==> src/sv/hptp_pkg.sv <==
// Shared types, character codes and helpers for the host:port text parser.
package hptp_pkg;

	localparam logic [7:0] CH_NUL   = 8'h00;
	localparam logic [7:0] CH_SPACE = 8'h20;
	localparam logic [7:0] CH_DOT   = 8'h2E;
	localparam logic [7:0] CH_COLON = 8'h3A;
	localparam logic [7:0] CH_ZERO  = 8'h30;
	localparam logic [7:0] CH_NINE  = 8'h39;
	localparam logic [15:0] NUM_MAX = 16'hFFFF;

	typedef enum logic [2:0] {
		PH_SKIP   = 3'd0,
		PH_ADDR   = 3'd1,
		PH_SEEK   = 3'd2,
		PH_PORT   = 3'd3,
		PH_EXTRA  = 3'd4,
		PH_IGNORE = 3'd5
	} phase_t;

	typedef struct packed {
		phase_t      phase;
		logic [31:0] addr;
		logic [15:0] port;
		logic [15:0] extra;
		logic [1:0]  seen;   // bit0 port field, bit1 extra field
	} parse_state_t;

	typedef struct packed {
		logic [31:0] host_address;
		logic [15:0] port_number;
		logic [15:0] extra_number;
		logic [2:0]  found_flags;
	} result_t;

	function automatic logic is_digit(input logic [7:0] c);
		return (c >= CH_ZERO) && (c <= CH_NINE);
	endfunction

	// acc*10 + digit, clamped to 16 bits
	function automatic logic [15:0] sat_mac(input logic [15:0] acc, input logic [7:0] c);
		logic [19:0] v;
		v = 20'(acc) * 20'd10 + 20'(c[3:0]);
		return (v > 20'(NUM_MAX)) ? NUM_MAX : v[15:0];
	endfunction

endpackage

==> src/sv/hptp_ifs.sv <==
// Channel interfaces: character input, parse result output, configuration write.
interface hptp_char_if;
	logic       valid;
	logic       ready;
	logic [7:0] char_code;
	modport source (output valid, output char_code, input ready);
	modport sink (input valid, input char_code, output ready);
endinterface

interface hptp_result_if;
	logic        valid;
	logic        ready;
	logic [31:0] host_address;
	logic [15:0] port_number;
	logic [15:0] extra_number;
	logic [2:0]  found_flags;
	modport source (output valid, output host_address, output port_number,
		output extra_number, output found_flags, input ready);
	modport sink (input valid, input host_address, input port_number,
		input extra_number, input found_flags, output ready);
endinterface

interface hptp_cfg_if;
	logic valid;
	logic ready;
	logic extra_field_enabled;
	modport source (output valid, output extra_field_enabled, input ready);
	modport sink (input valid, input extra_field_enabled, output ready);
endinterface

==> src/sv/host_port_text_parser.sv <==
// Host:port[:extra] text parser, one character per item.
// The result of a terminating zero byte passes through the input register and then the result register.
// Throughput: one character per cycle; the input register holds a zero byte only
// while the result register still holds an untaken result.
// Reset clears the parser state to the skip phase, empties both registers and sets
// the extra field enable.
module host_port_text_parser import hptp_pkg::*; (
	input logic clk,
	input logic arst_n,
	hptp_char_if.sink     char_chan,
	hptp_result_if.source result_chan,
	hptp_cfg_if.sink      cfg_chan
);

	logic         valid_s1;
	logic [7:0]   char_s1;
	parse_state_t state_q;
	parse_state_t state_nxt;
	result_t      res;
	logic         fire;
	logic         out_free;
	logic         go_s1;
	logic         extra_en_q;
	logic         accept;

	assign cfg_chan.ready  = 1'b1;
	assign go_s1           = valid_s1 && (!fire || out_free);
	assign char_chan.ready = !valid_s1 || go_s1;
	assign accept          = char_chan.valid && char_chan.ready;

	always_ff @(posedge clk or negedge arst_n) begin
		if (!arst_n) begin
			extra_en_q <= 1'b1;
		end else if (cfg_chan.valid) begin
			extra_en_q <= cfg_chan.extra_field_enabled;
		end
	end

	always_ff @(posedge clk or negedge arst_n) begin
		if (!arst_n) begin
			valid_s1 <= 1'b0;
		end else begin
			valid_s1 <= accept || (valid_s1 && !go_s1);
		end
	end

	always_ff @(posedge clk) begin
		if (accept) begin
			char_s1 <= char_chan.char_code;
		end
	end

	always_ff @(posedge clk or negedge arst_n) begin
		if (!arst_n) begin
			state_q <= '{phase: PH_SKIP, addr: '0, port: '0, extra: '0, seen: '0};
		end else if (go_s1) begin
			state_q <= state_nxt;
		end
	end

	hptp_step u_step (
		.cur       (state_q),
		.char_code (char_s1),
		.extra_en  (extra_en_q),
		.nxt       (state_nxt),
		.res       (res),
		.fire      (fire)
	);

	hptp_out_stage u_out (
		.clk         (clk),
		.arst_n      (arst_n),
		.load        (go_s1 && fire),
		.res         (res),
		.free        (out_free),
		.result_chan (result_chan)
	);

`ifndef SYNTHESIS
	a_no_overwrite: assert property (@(posedge clk) disable iff (!arst_n)
		(result_chan.valid && !result_chan.ready) |-> !(go_s1 && fire))
		else $error("result register overwritten while held");

	a_restart: assert property (@(posedge clk) disable iff (!arst_n)
		(go_s1 && fire) |=> (state_q.phase == PH_SKIP && state_q.seen == 2'b00))
		else $error("parser did not restart after terminator");

	a_flags: assert property (@(posedge clk) disable iff (!arst_n)
		result_chan.valid |-> (!result_chan.found_flags[2] || result_chan.found_flags[1]))
		else $error("extra field seen without port field");

	a_empty_ready: assert property (@(posedge clk) disable iff (!arst_n)
		!valid_s1 |-> char_chan.ready)
		else $error("empty input register not ready");
`endif

endmodule

==> src/sv/hptp_step.sv <==
// Per-character parse step: next parser state and the result on a terminator.
module hptp_step import hptp_pkg::*; (
	input  parse_state_t cur,
	input  logic [7:0]   char_code,
	input  logic         extra_en,
	output parse_state_t nxt,
	output result_t      res,
	output logic         fire
);

	always_comb begin
		res.host_address = cur.addr;
		res.port_number  = cur.port;
		res.extra_number = cur.extra;
		res.found_flags  = {cur.seen[1], cur.seen[0], (cur.addr != 32'd0)};
		fire             = (char_code == CH_NUL);
	end

	always_comb begin
		phase_t      p;
		logic [11:0] mac;
		nxt = cur;
		p   = cur.phase;
		mac = 12'(cur.addr[7:0]) * 12'd10 + 12'(char_code[3:0]);

		if (fire) begin
			nxt.phase = PH_SKIP;
			nxt.addr  = '0;
			nxt.port  = '0;
			nxt.extra = '0;
			nxt.seen  = '0;
		end else begin
			// first non-blank byte falls through into the address phase
			if (p == PH_SKIP && char_code > CH_SPACE) begin
				p = PH_ADDR;
			end
			if (p == PH_ADDR) begin
				if (is_digit(char_code)) begin
					nxt.addr = {cur.addr[31:8], 8'h00} + 32'(mac);
				end else if (char_code == CH_DOT) begin
					nxt.addr = {cur.addr[23:0], 8'h00};
				end else begin
					p = PH_SEEK;
				end
			end
			nxt.phase = p;
			unique case (p)
				PH_SEEK: begin
					if (char_code == CH_COLON) begin
						nxt.seen[0] = 1'b1;
						nxt.phase   = PH_PORT;
					end
				end
				PH_PORT: begin
					if (is_digit(char_code)) begin
						nxt.port = sat_mac(cur.port, char_code);
					end else if (char_code == CH_COLON && extra_en) begin
						nxt.seen[1] = 1'b1;
						nxt.phase   = PH_EXTRA;
					end else begin
						nxt.phase = PH_IGNORE;
					end
				end
				PH_EXTRA: begin
					if (is_digit(char_code)) begin
						nxt.extra = sat_mac(cur.extra, char_code);
					end else begin
						nxt.phase = PH_IGNORE;
					end
				end
				default: begin
				end
			endcase
		end
	end

endmodule

==> src/sv/hptp_out_stage.sv <==
// Result register driving the output channel.
module hptp_out_stage import hptp_pkg::*; (
	input  logic     clk,
	input  logic     arst_n,
	input  logic     load,
	input  result_t  res,
	output logic     free,
	hptp_result_if.source result_chan
);

	logic    valid_q;
	result_t res_q;

	assign free = !valid_q || result_chan.ready;

	always_ff @(posedge clk or negedge arst_n) begin
		if (!arst_n) begin
			valid_q <= 1'b0;
		end else if (load) begin
			valid_q <= 1'b1;
		end else if (result_chan.ready) begin
			valid_q <= 1'b0;
		end
	end

	always_ff @(posedge clk) begin
		if (load) begin
			res_q <= res;
		end
	end

	assign result_chan.valid        = valid_q;
	assign result_chan.host_address = res_q.host_address;
	assign result_chan.port_number  = res_q.port_number;
	assign result_chan.extra_number = res_q.extra_number;
	assign result_chan.found_flags  = res_q.found_flags;

endmodule

==> src/flat_wrapper.sv <==
// flat-port wrapper written by rule: the top's interface ports become plain ports
module host_port_text_parser_flat import hptp_pkg::*;
  (clk, arst_n, char_chan_valid, char_chan_char_code, char_chan_ready, result_chan_valid, result_chan_host_address, result_chan_port_number, result_chan_extra_number, result_chan_found_flags, result_chan_ready, cfg_chan_valid, cfg_chan_extra_field_enabled, cfg_chan_ready);
  hptp_char_if char_chan_i ();
  hptp_result_if result_chan_i ();
  hptp_cfg_if cfg_chan_i ();
  input logic clk;
  input logic arst_n;
  input wire logic [$bits(char_chan_i.valid)-1:0] char_chan_valid;
  input wire logic [$bits(char_chan_i.char_code)-1:0] char_chan_char_code;
  output wire logic [$bits(char_chan_i.ready)-1:0] char_chan_ready;
  output wire logic [$bits(result_chan_i.valid)-1:0] result_chan_valid;
  output wire logic [$bits(result_chan_i.host_address)-1:0] result_chan_host_address;
  output wire logic [$bits(result_chan_i.port_number)-1:0] result_chan_port_number;
  output wire logic [$bits(result_chan_i.extra_number)-1:0] result_chan_extra_number;
  output wire logic [$bits(result_chan_i.found_flags)-1:0] result_chan_found_flags;
  input wire logic [$bits(result_chan_i.ready)-1:0] result_chan_ready;
  input wire logic [$bits(cfg_chan_i.valid)-1:0] cfg_chan_valid;
  input wire logic [$bits(cfg_chan_i.extra_field_enabled)-1:0] cfg_chan_extra_field_enabled;
  output wire logic [$bits(cfg_chan_i.ready)-1:0] cfg_chan_ready;
  assign char_chan_i.valid = char_chan_valid;
  assign char_chan_i.char_code = char_chan_char_code;
  assign char_chan_ready = char_chan_i.ready;
  assign result_chan_valid = result_chan_i.valid;
  assign result_chan_host_address = result_chan_i.host_address;
  assign result_chan_port_number = result_chan_i.port_number;
  assign result_chan_extra_number = result_chan_i.extra_number;
  assign result_chan_found_flags = result_chan_i.found_flags;
  assign result_chan_i.ready = result_chan_ready;
  assign cfg_chan_i.valid = cfg_chan_valid;
  assign cfg_chan_i.extra_field_enabled = cfg_chan_extra_field_enabled;
  assign cfg_chan_ready = cfg_chan_i.ready;
  host_port_text_parser u_core (.clk(clk), .arst_n(arst_n), .char_chan(char_chan_i), .result_chan(result_chan_i), .cfg_chan(cfg_chan_i));
endmodule
==> config.mk <==
export PLATFORM = sky130hd
export DESIGN_NAME = host_port_text_parser_flat
export DESIGN_NICKNAME = d
export VERILOG_FILES = /design/src/sv/hptp_pkg.sv /design/src/sv/hptp_ifs.sv /design/src/sv/host_port_text_parser.sv /design/src/sv/hptp_step.sv /design/src/sv/hptp_out_stage.sv /design/src/flat_wrapper.sv
export SDC_FILE = /design/constraint.sdc
export NUM_CORES = 1
export LEC_CHECK = 0
export BUFFER_PORTS_ARGS = -buffer_cell sky130_fd_sc_hd__buf_2
export CORE_UTILIZATION = 30
export DETAILED_ROUTE_END_ITERATION = 7
export PLACE_DENSITY = 0.44
export SETUP_SLACK_MARGIN = 0.1
export SYNTH_ARGS = -nofsm -noshare
export SYNTH_HDL_FRONTEND = slang
export SYNTH_HIERARCHICAL = 1
export SYNTH_SLANG_ARGS = --single-unit
==> constraint.sdc <==
create_clock -name clk -period 4.95 [get_ports clk]
set_input_delay 0.7425 -clock clk [delete_from_list [all_inputs] [get_ports clk]]
set_output_delay 0.7425 -clock clk [all_outputs]
set_load 0.01 [all_outputs]
Word level (Yosys, flattened, before mapping)
Cells that the tools add are included.
{ "totals": {"register_bits": 147, "latchBits": 0, "ramBits": 0, "rom_bits": 0, "inputBits": 14, "out_inout_bits": 70, "wordCells": 93, "memories": 0} }
{ "op_classes": {"addsub": 4, "mul": 3, "div": 0, "magnitude_cmp": 5, "eq_ne": 7, "shift": 0, "muxes": 28, "bitwise": 0, "n_reduce_logical": 32} }
{ "ops": {"columns": ["op", "n"], "rows": [
  ["2-to-1 mux 16 bit", 6],
  ["2-to-1 mux 32 bit", 3],
  ["2-to-1 mux 69 bit", 1],
  ["adder 20 x 4 -> 20 bit", 2],
  ["greater-than comparator 20 x 16 -> 1 bit (second input constant)", 2],
  ["multiplier 16 x 3 -> 19 bit (second input constant)", 2],
  ["adder 32 x 12 -> 32 bit", 1],
  ["nonzero test 32 bit", 1],
  ["2-to-1 mux 3 bit", 9],
  ["equality test 8 x 6 -> 1 bit (second input constant)", 2],
  ["nonzero test 2 bit", 8],
  ["adder 12 x 4 -> 12 bit", 1],
  ["AND reduction 3 bit", 4],
  ["multiplier 8 x 3 -> 11 bit (second input constant)", 1],
  ["case mux 3 bit (3 select lines)", 1],
  ["greater-or-equal comparator 8 x 6 -> 1 bit (second input constant)", 1],
  ["greater-than comparator 8 x 6 -> 1 bit (second input constant)", 1],
  ["<= comparator 8 x 6 -> 1 bit (second input constant)", 1],
  ["logical NOT 8 bit", 1],
  ["2-to-1 mux 1 bit", 8],
  ["logical AND 1 bit", 7],
  ["equality test 3 x 2 -> 1 bit (second input constant)", 2],
  ["logical NOT 1 bit", 4],
  ["logical OR 1 bit", 4],
  ["6 further kinds", 6]
]} }

Logic depth before layout (Yosys ltp)
{ "logic_depth": {"depth_word": 11, "mapped_depth": 21, "depth_no_buf": 21} }

Hierarchy
Netlist, hierarchy kept.
{ "by_module_without_submodules": {"columns": ["mod", "n_inst", "cells_per_inst", "area_per_inst_um2"], "rows": [
  ["hptp_step", 1, 755, 5471.5],
  ["host_port_text_parser", 1, 164, 2924.1],
  ["hptp_out_stage", 1, 70, 2059.5]
]} }

Worst setup path before layout
Ideal clock, no wire load.
{ "synth_timing": {"kind": "register to register", "startpoint": "reg u_core/state_q[35] (netlist bit)", "endpoint": "reg u_core/state_q[62] (netlist bit)", "setup_ps": 127, "arrival_time_ps": 4607, "t_required_ps": 4823, "setup_slack_ps": 215, "path_stages_with_launch": 21, "synth_period_minus_slack_ps": 4735, "path_cell_list": "dfrtp_1 -> ha_1 -> ha_1 -> inv_1 -> fa_1 -> nor3b_1 -> nand2_1 -> nor2_1 -> xor2_1 -> ha_1 -> inv_1 -> fa_1 -> nor2b_1 -> o21ai_0 -> a211o_1 -> a21oi_1 -> a21boi_1 -> o21ai_0 -> a22oi_1 -> nor2_1 -> mux2_1"} }
{ "synth_rtl": {"columns": ["element", "line_no", "text"], "rows": [
  ["start: declaration", "host_port_text_parser.sv:17", "parse_state_t state_q;"],
  ["start signal: assignment", "host_port_text_parser.sv:55", "state_q <= '{phase: PH_SKIP, addr: '0, port: '0, extra: '0, seen: '0};"],
  ["start signal: assignment", "host_port_text_parser.sv:57", "state_q <= state_nxt;"]
]} }

==> metrics.cfg <==
[logic_synthesis]
synth.top_cell.area_share = 0.215
synthArstFlopShare = 0.490
netlist_top_cells_count = ha_1 (81), edfxtp_1 (75), buf_4 (72)
synthCells = 989
ys_types = 86
synth_top_cell_by_area = edfxtp_1
ys_seq_area_frac = 0.388
synth-seq-cells = 147
synth_most_common_cell = ha_1
netlist_area_um2 = 10500
ys_top_cells_by_area = edfxtp_1 (22%), dfrtp_1 (17%), ha_1 (9.7%), mux2_2 (6.8%), buf_4 (5.2%)
synth_ff_type = edfxtp_1
synth_edf_count = 75
yosysWarnings = 6
synth_fp_nets = 1091
syn_area_per_cell_um2 = 10.6

[global_routing]
grt_pass1_vias = 7396
grt-ovfl-total = 0
grt_use_total = 0.148
antenna_found_initial = 0
grt_max_degree = 69
grt_pass1_wl_um = 41500

[sta]
finalClockSkew_ns = 0.0142
fin_setup_tns_ns = 0
rsz0062_at_grt = no
setup_viol = 0
post-route-period-util = 0.918
hold_viol_final = 0
maxSlewHeadroom = 0.333
post-route-min-period_ns = 4.55
setup_slack_ns = 0.403
tightest_slew_ns = 1.00
slew_violations = 0
clock.fmax_mhz = 220

[clock_network]
clk_pin_slew_ns = 0.07
root_buffer = clkbuf_16
cts_sinks = 147
cts_buffers = 17
htreeDepth = 4
clockBufferDepth = 2
cts_tree = yes
worstSkewPairLatency_ns = 0.43

[worst_setup_path]
startpoint_type = register
required_ns = 5.25
reg2reg_depth = 21
cp_max_fo = 6
max_stage_delay_ns = 0.47
cp.arrival_ns = 4.85
slowest_stage = fa_2
cp_cell_sequence = ha_1, ha_1, inv_1, fa_2, nor3b_2, nand2_1, nor2_1, xor2_1, ha_2, inv_1, fa_1, nor2b_1, o21ai_0, a211o_1, a21oi_2, a21boi_1, buf_4, o21ai_0, a22oi_1, nor2_1, mux2_1
critical_path_class = reg2reg
crit_path_end_kind = register

[finish]
drive_gt1_frac = 0.255
final_util = 0.335
area_delta_synth_final_pct = 10.4
n_fill_cell = 3547
layout.nets = 1111
antenna_cells = 0

[floorplanning]
core-area_um2 = 34500
dieArea_um2 = 35600
die_x_um = 189
fp-row-count = 68
ioPinCount = 84
start_util = 0.303
chipHeight_um = 189

[detailed_routing]
drc = 0
drt_iter0_markers = 521
routedWlPerCell_um = 17.6
viasPerCell = 5.08
routed_wl_um = 25900
ant_nets = 0
num_vias = 7506
dr.pass1.iters = 5

[min_path]
hold_path_class = in2async

[place]
gp_congestion = 0.835
hpwlAfterDp_um = 18200
port_buffers = 82
dp_slack_ns = 0.264

[pwr]
powerDensity_nw_per_um2 = 359
p_leak_nw = 5.10
irDropWorstVdd_mv = 0.231

[run_status]
status = complete, no violations

[flow_run]
cap_viol_max_count = 0

## flip-flops by register name, summed over array words and instances (netlist names)
register	flops
u_core/extra_en_q	1
u_core/u_out/result_chan.extra_number	16
u_core/valid_s1	1
u_core/char_s1	8
u_core/state_q	69
u_core/u_out/result_chan.found_flags	3
u_core/u_out/result_chan.port_number	16
u_core/u_out/result_chan.host_address	32
u_core/u_out/result_chan.valid	1
## stage by stage
stage | power [mW] | instance area [um2] | instances | hold slack (ns)
floorplan | 2.68 | 10500 | 989 | 0.447
global placement | 2.89 | 10900 | 1442 | 0.476
detailed placement | 2.89 | 10900 | 1442 | 0.475
CTS | 4.20 | 11500 | 1474 | 0.218
global route | 4.41 | 11500 | 1477 | 0.237
finish | 4.14 | 11500 | 1477 | 0.221
## kinds of logic after synthesis
group / Yosys count / synth area share
mux: 76 / 0.0815
fa+ha+maj: 88 / 0.110
simple gates: 237 / 0.120
xor+xnor: 50 / 0.0419
other cells: 1 / 0.000359
flops: 147 / 0.388
buf+inv: 143 / 0.0809
compound gates: 247 / 0.177
## what timing repair did
item | in CTS | in global routing
hold buffers | 0 | 0
hold endpoints to repair | 0 | 0
resized for setup | 0 | 8
buffers inserted | 0 | 3
setup endpoints to repair | 0 | 7
## worst paths after layout
kind,start,end,slack (ns)
max in group asynchronous,arst_n,u_core/state_q[63],3.70
worst max register to register,u_core/state_q[35],u_core/state_q[62],0.40
worst min-delay path,arst_n,u_core/state_q[40],0.22
worst max-delay path,u_core/state_q[35],u_core/state_q[62],0.40
min in group clk,char_chan_char_code[1],u_core/char_s1[1],0.49
worst min register to register,u_core/state_q[0],u_core/u_out/result_chan.found_flags[1],0.49
## power by group
| part | internal, mW | switching (mW) | leakage (nW) |
|---|---|---|---|
| registers | 1.41 | 0.160 | 1.69 |
| logic | 0.590 | 0.705 | 3.14 |
| clock network | 0.714 | 0.559 | 0.271 |
## cells in the final DEF (no fill, tap or decap), drive strengths merged, types with 18 or more instances in the layout
cell type,count
a21oi,60
ha,81
o221a,20
xor2,28
buf,104
o21ai,54
nor3,18
nand3,18
clkbuf,19
mux2,73
xnor2,22
edfxtp,75
inv,43
dfrtp,71
nor2,71
a21o,18
nand2,45
## metal layers
layer / up-vias / track usage / part of all wire
met3: 22 / 0.0218 / 0.033
met5: - / 0 / 0
met4: 0 / 0.0397 / 0.011
met2: 146 / 0.238 / 0.46
met1: 3659 / 0.206 / 0.50
li1: 3679 / - / -
## critical path, delay by kind of cell (launching register included)
family | cells | cell delay (ns)
adder cells (fa/ha/maj) | 5 | 1.58
buffers and inverters | 3 | 0.31
XOR/XNOR | 1 | 0.20
multiplexers | 1 | 0.28
AND/OR/NAND/NOR | 5 | 0.68
AO/OA/AOI/OAI | 6 | 1.00
flip-flops | 1 | 0.38
## cell type report
| type | instances | area, um2 | area share |
|---|---|---|---|
| clock buffers | 19 | 443 | 0.0384 |
| clock inverters | 13 | 128 | 0.0111 |
| well taps | 455 | 569 | 0.0493 |
| multi-input cells | 699 | 5600 | 0.486 |
| repair buffers | 104 | 588 | 0.0510 |
| flip-flops and latches | 147 | 4060 | 0.352 |
| inverters | 40 | 150 | 0.0130 |
Power figures use the tool's default switching activity.
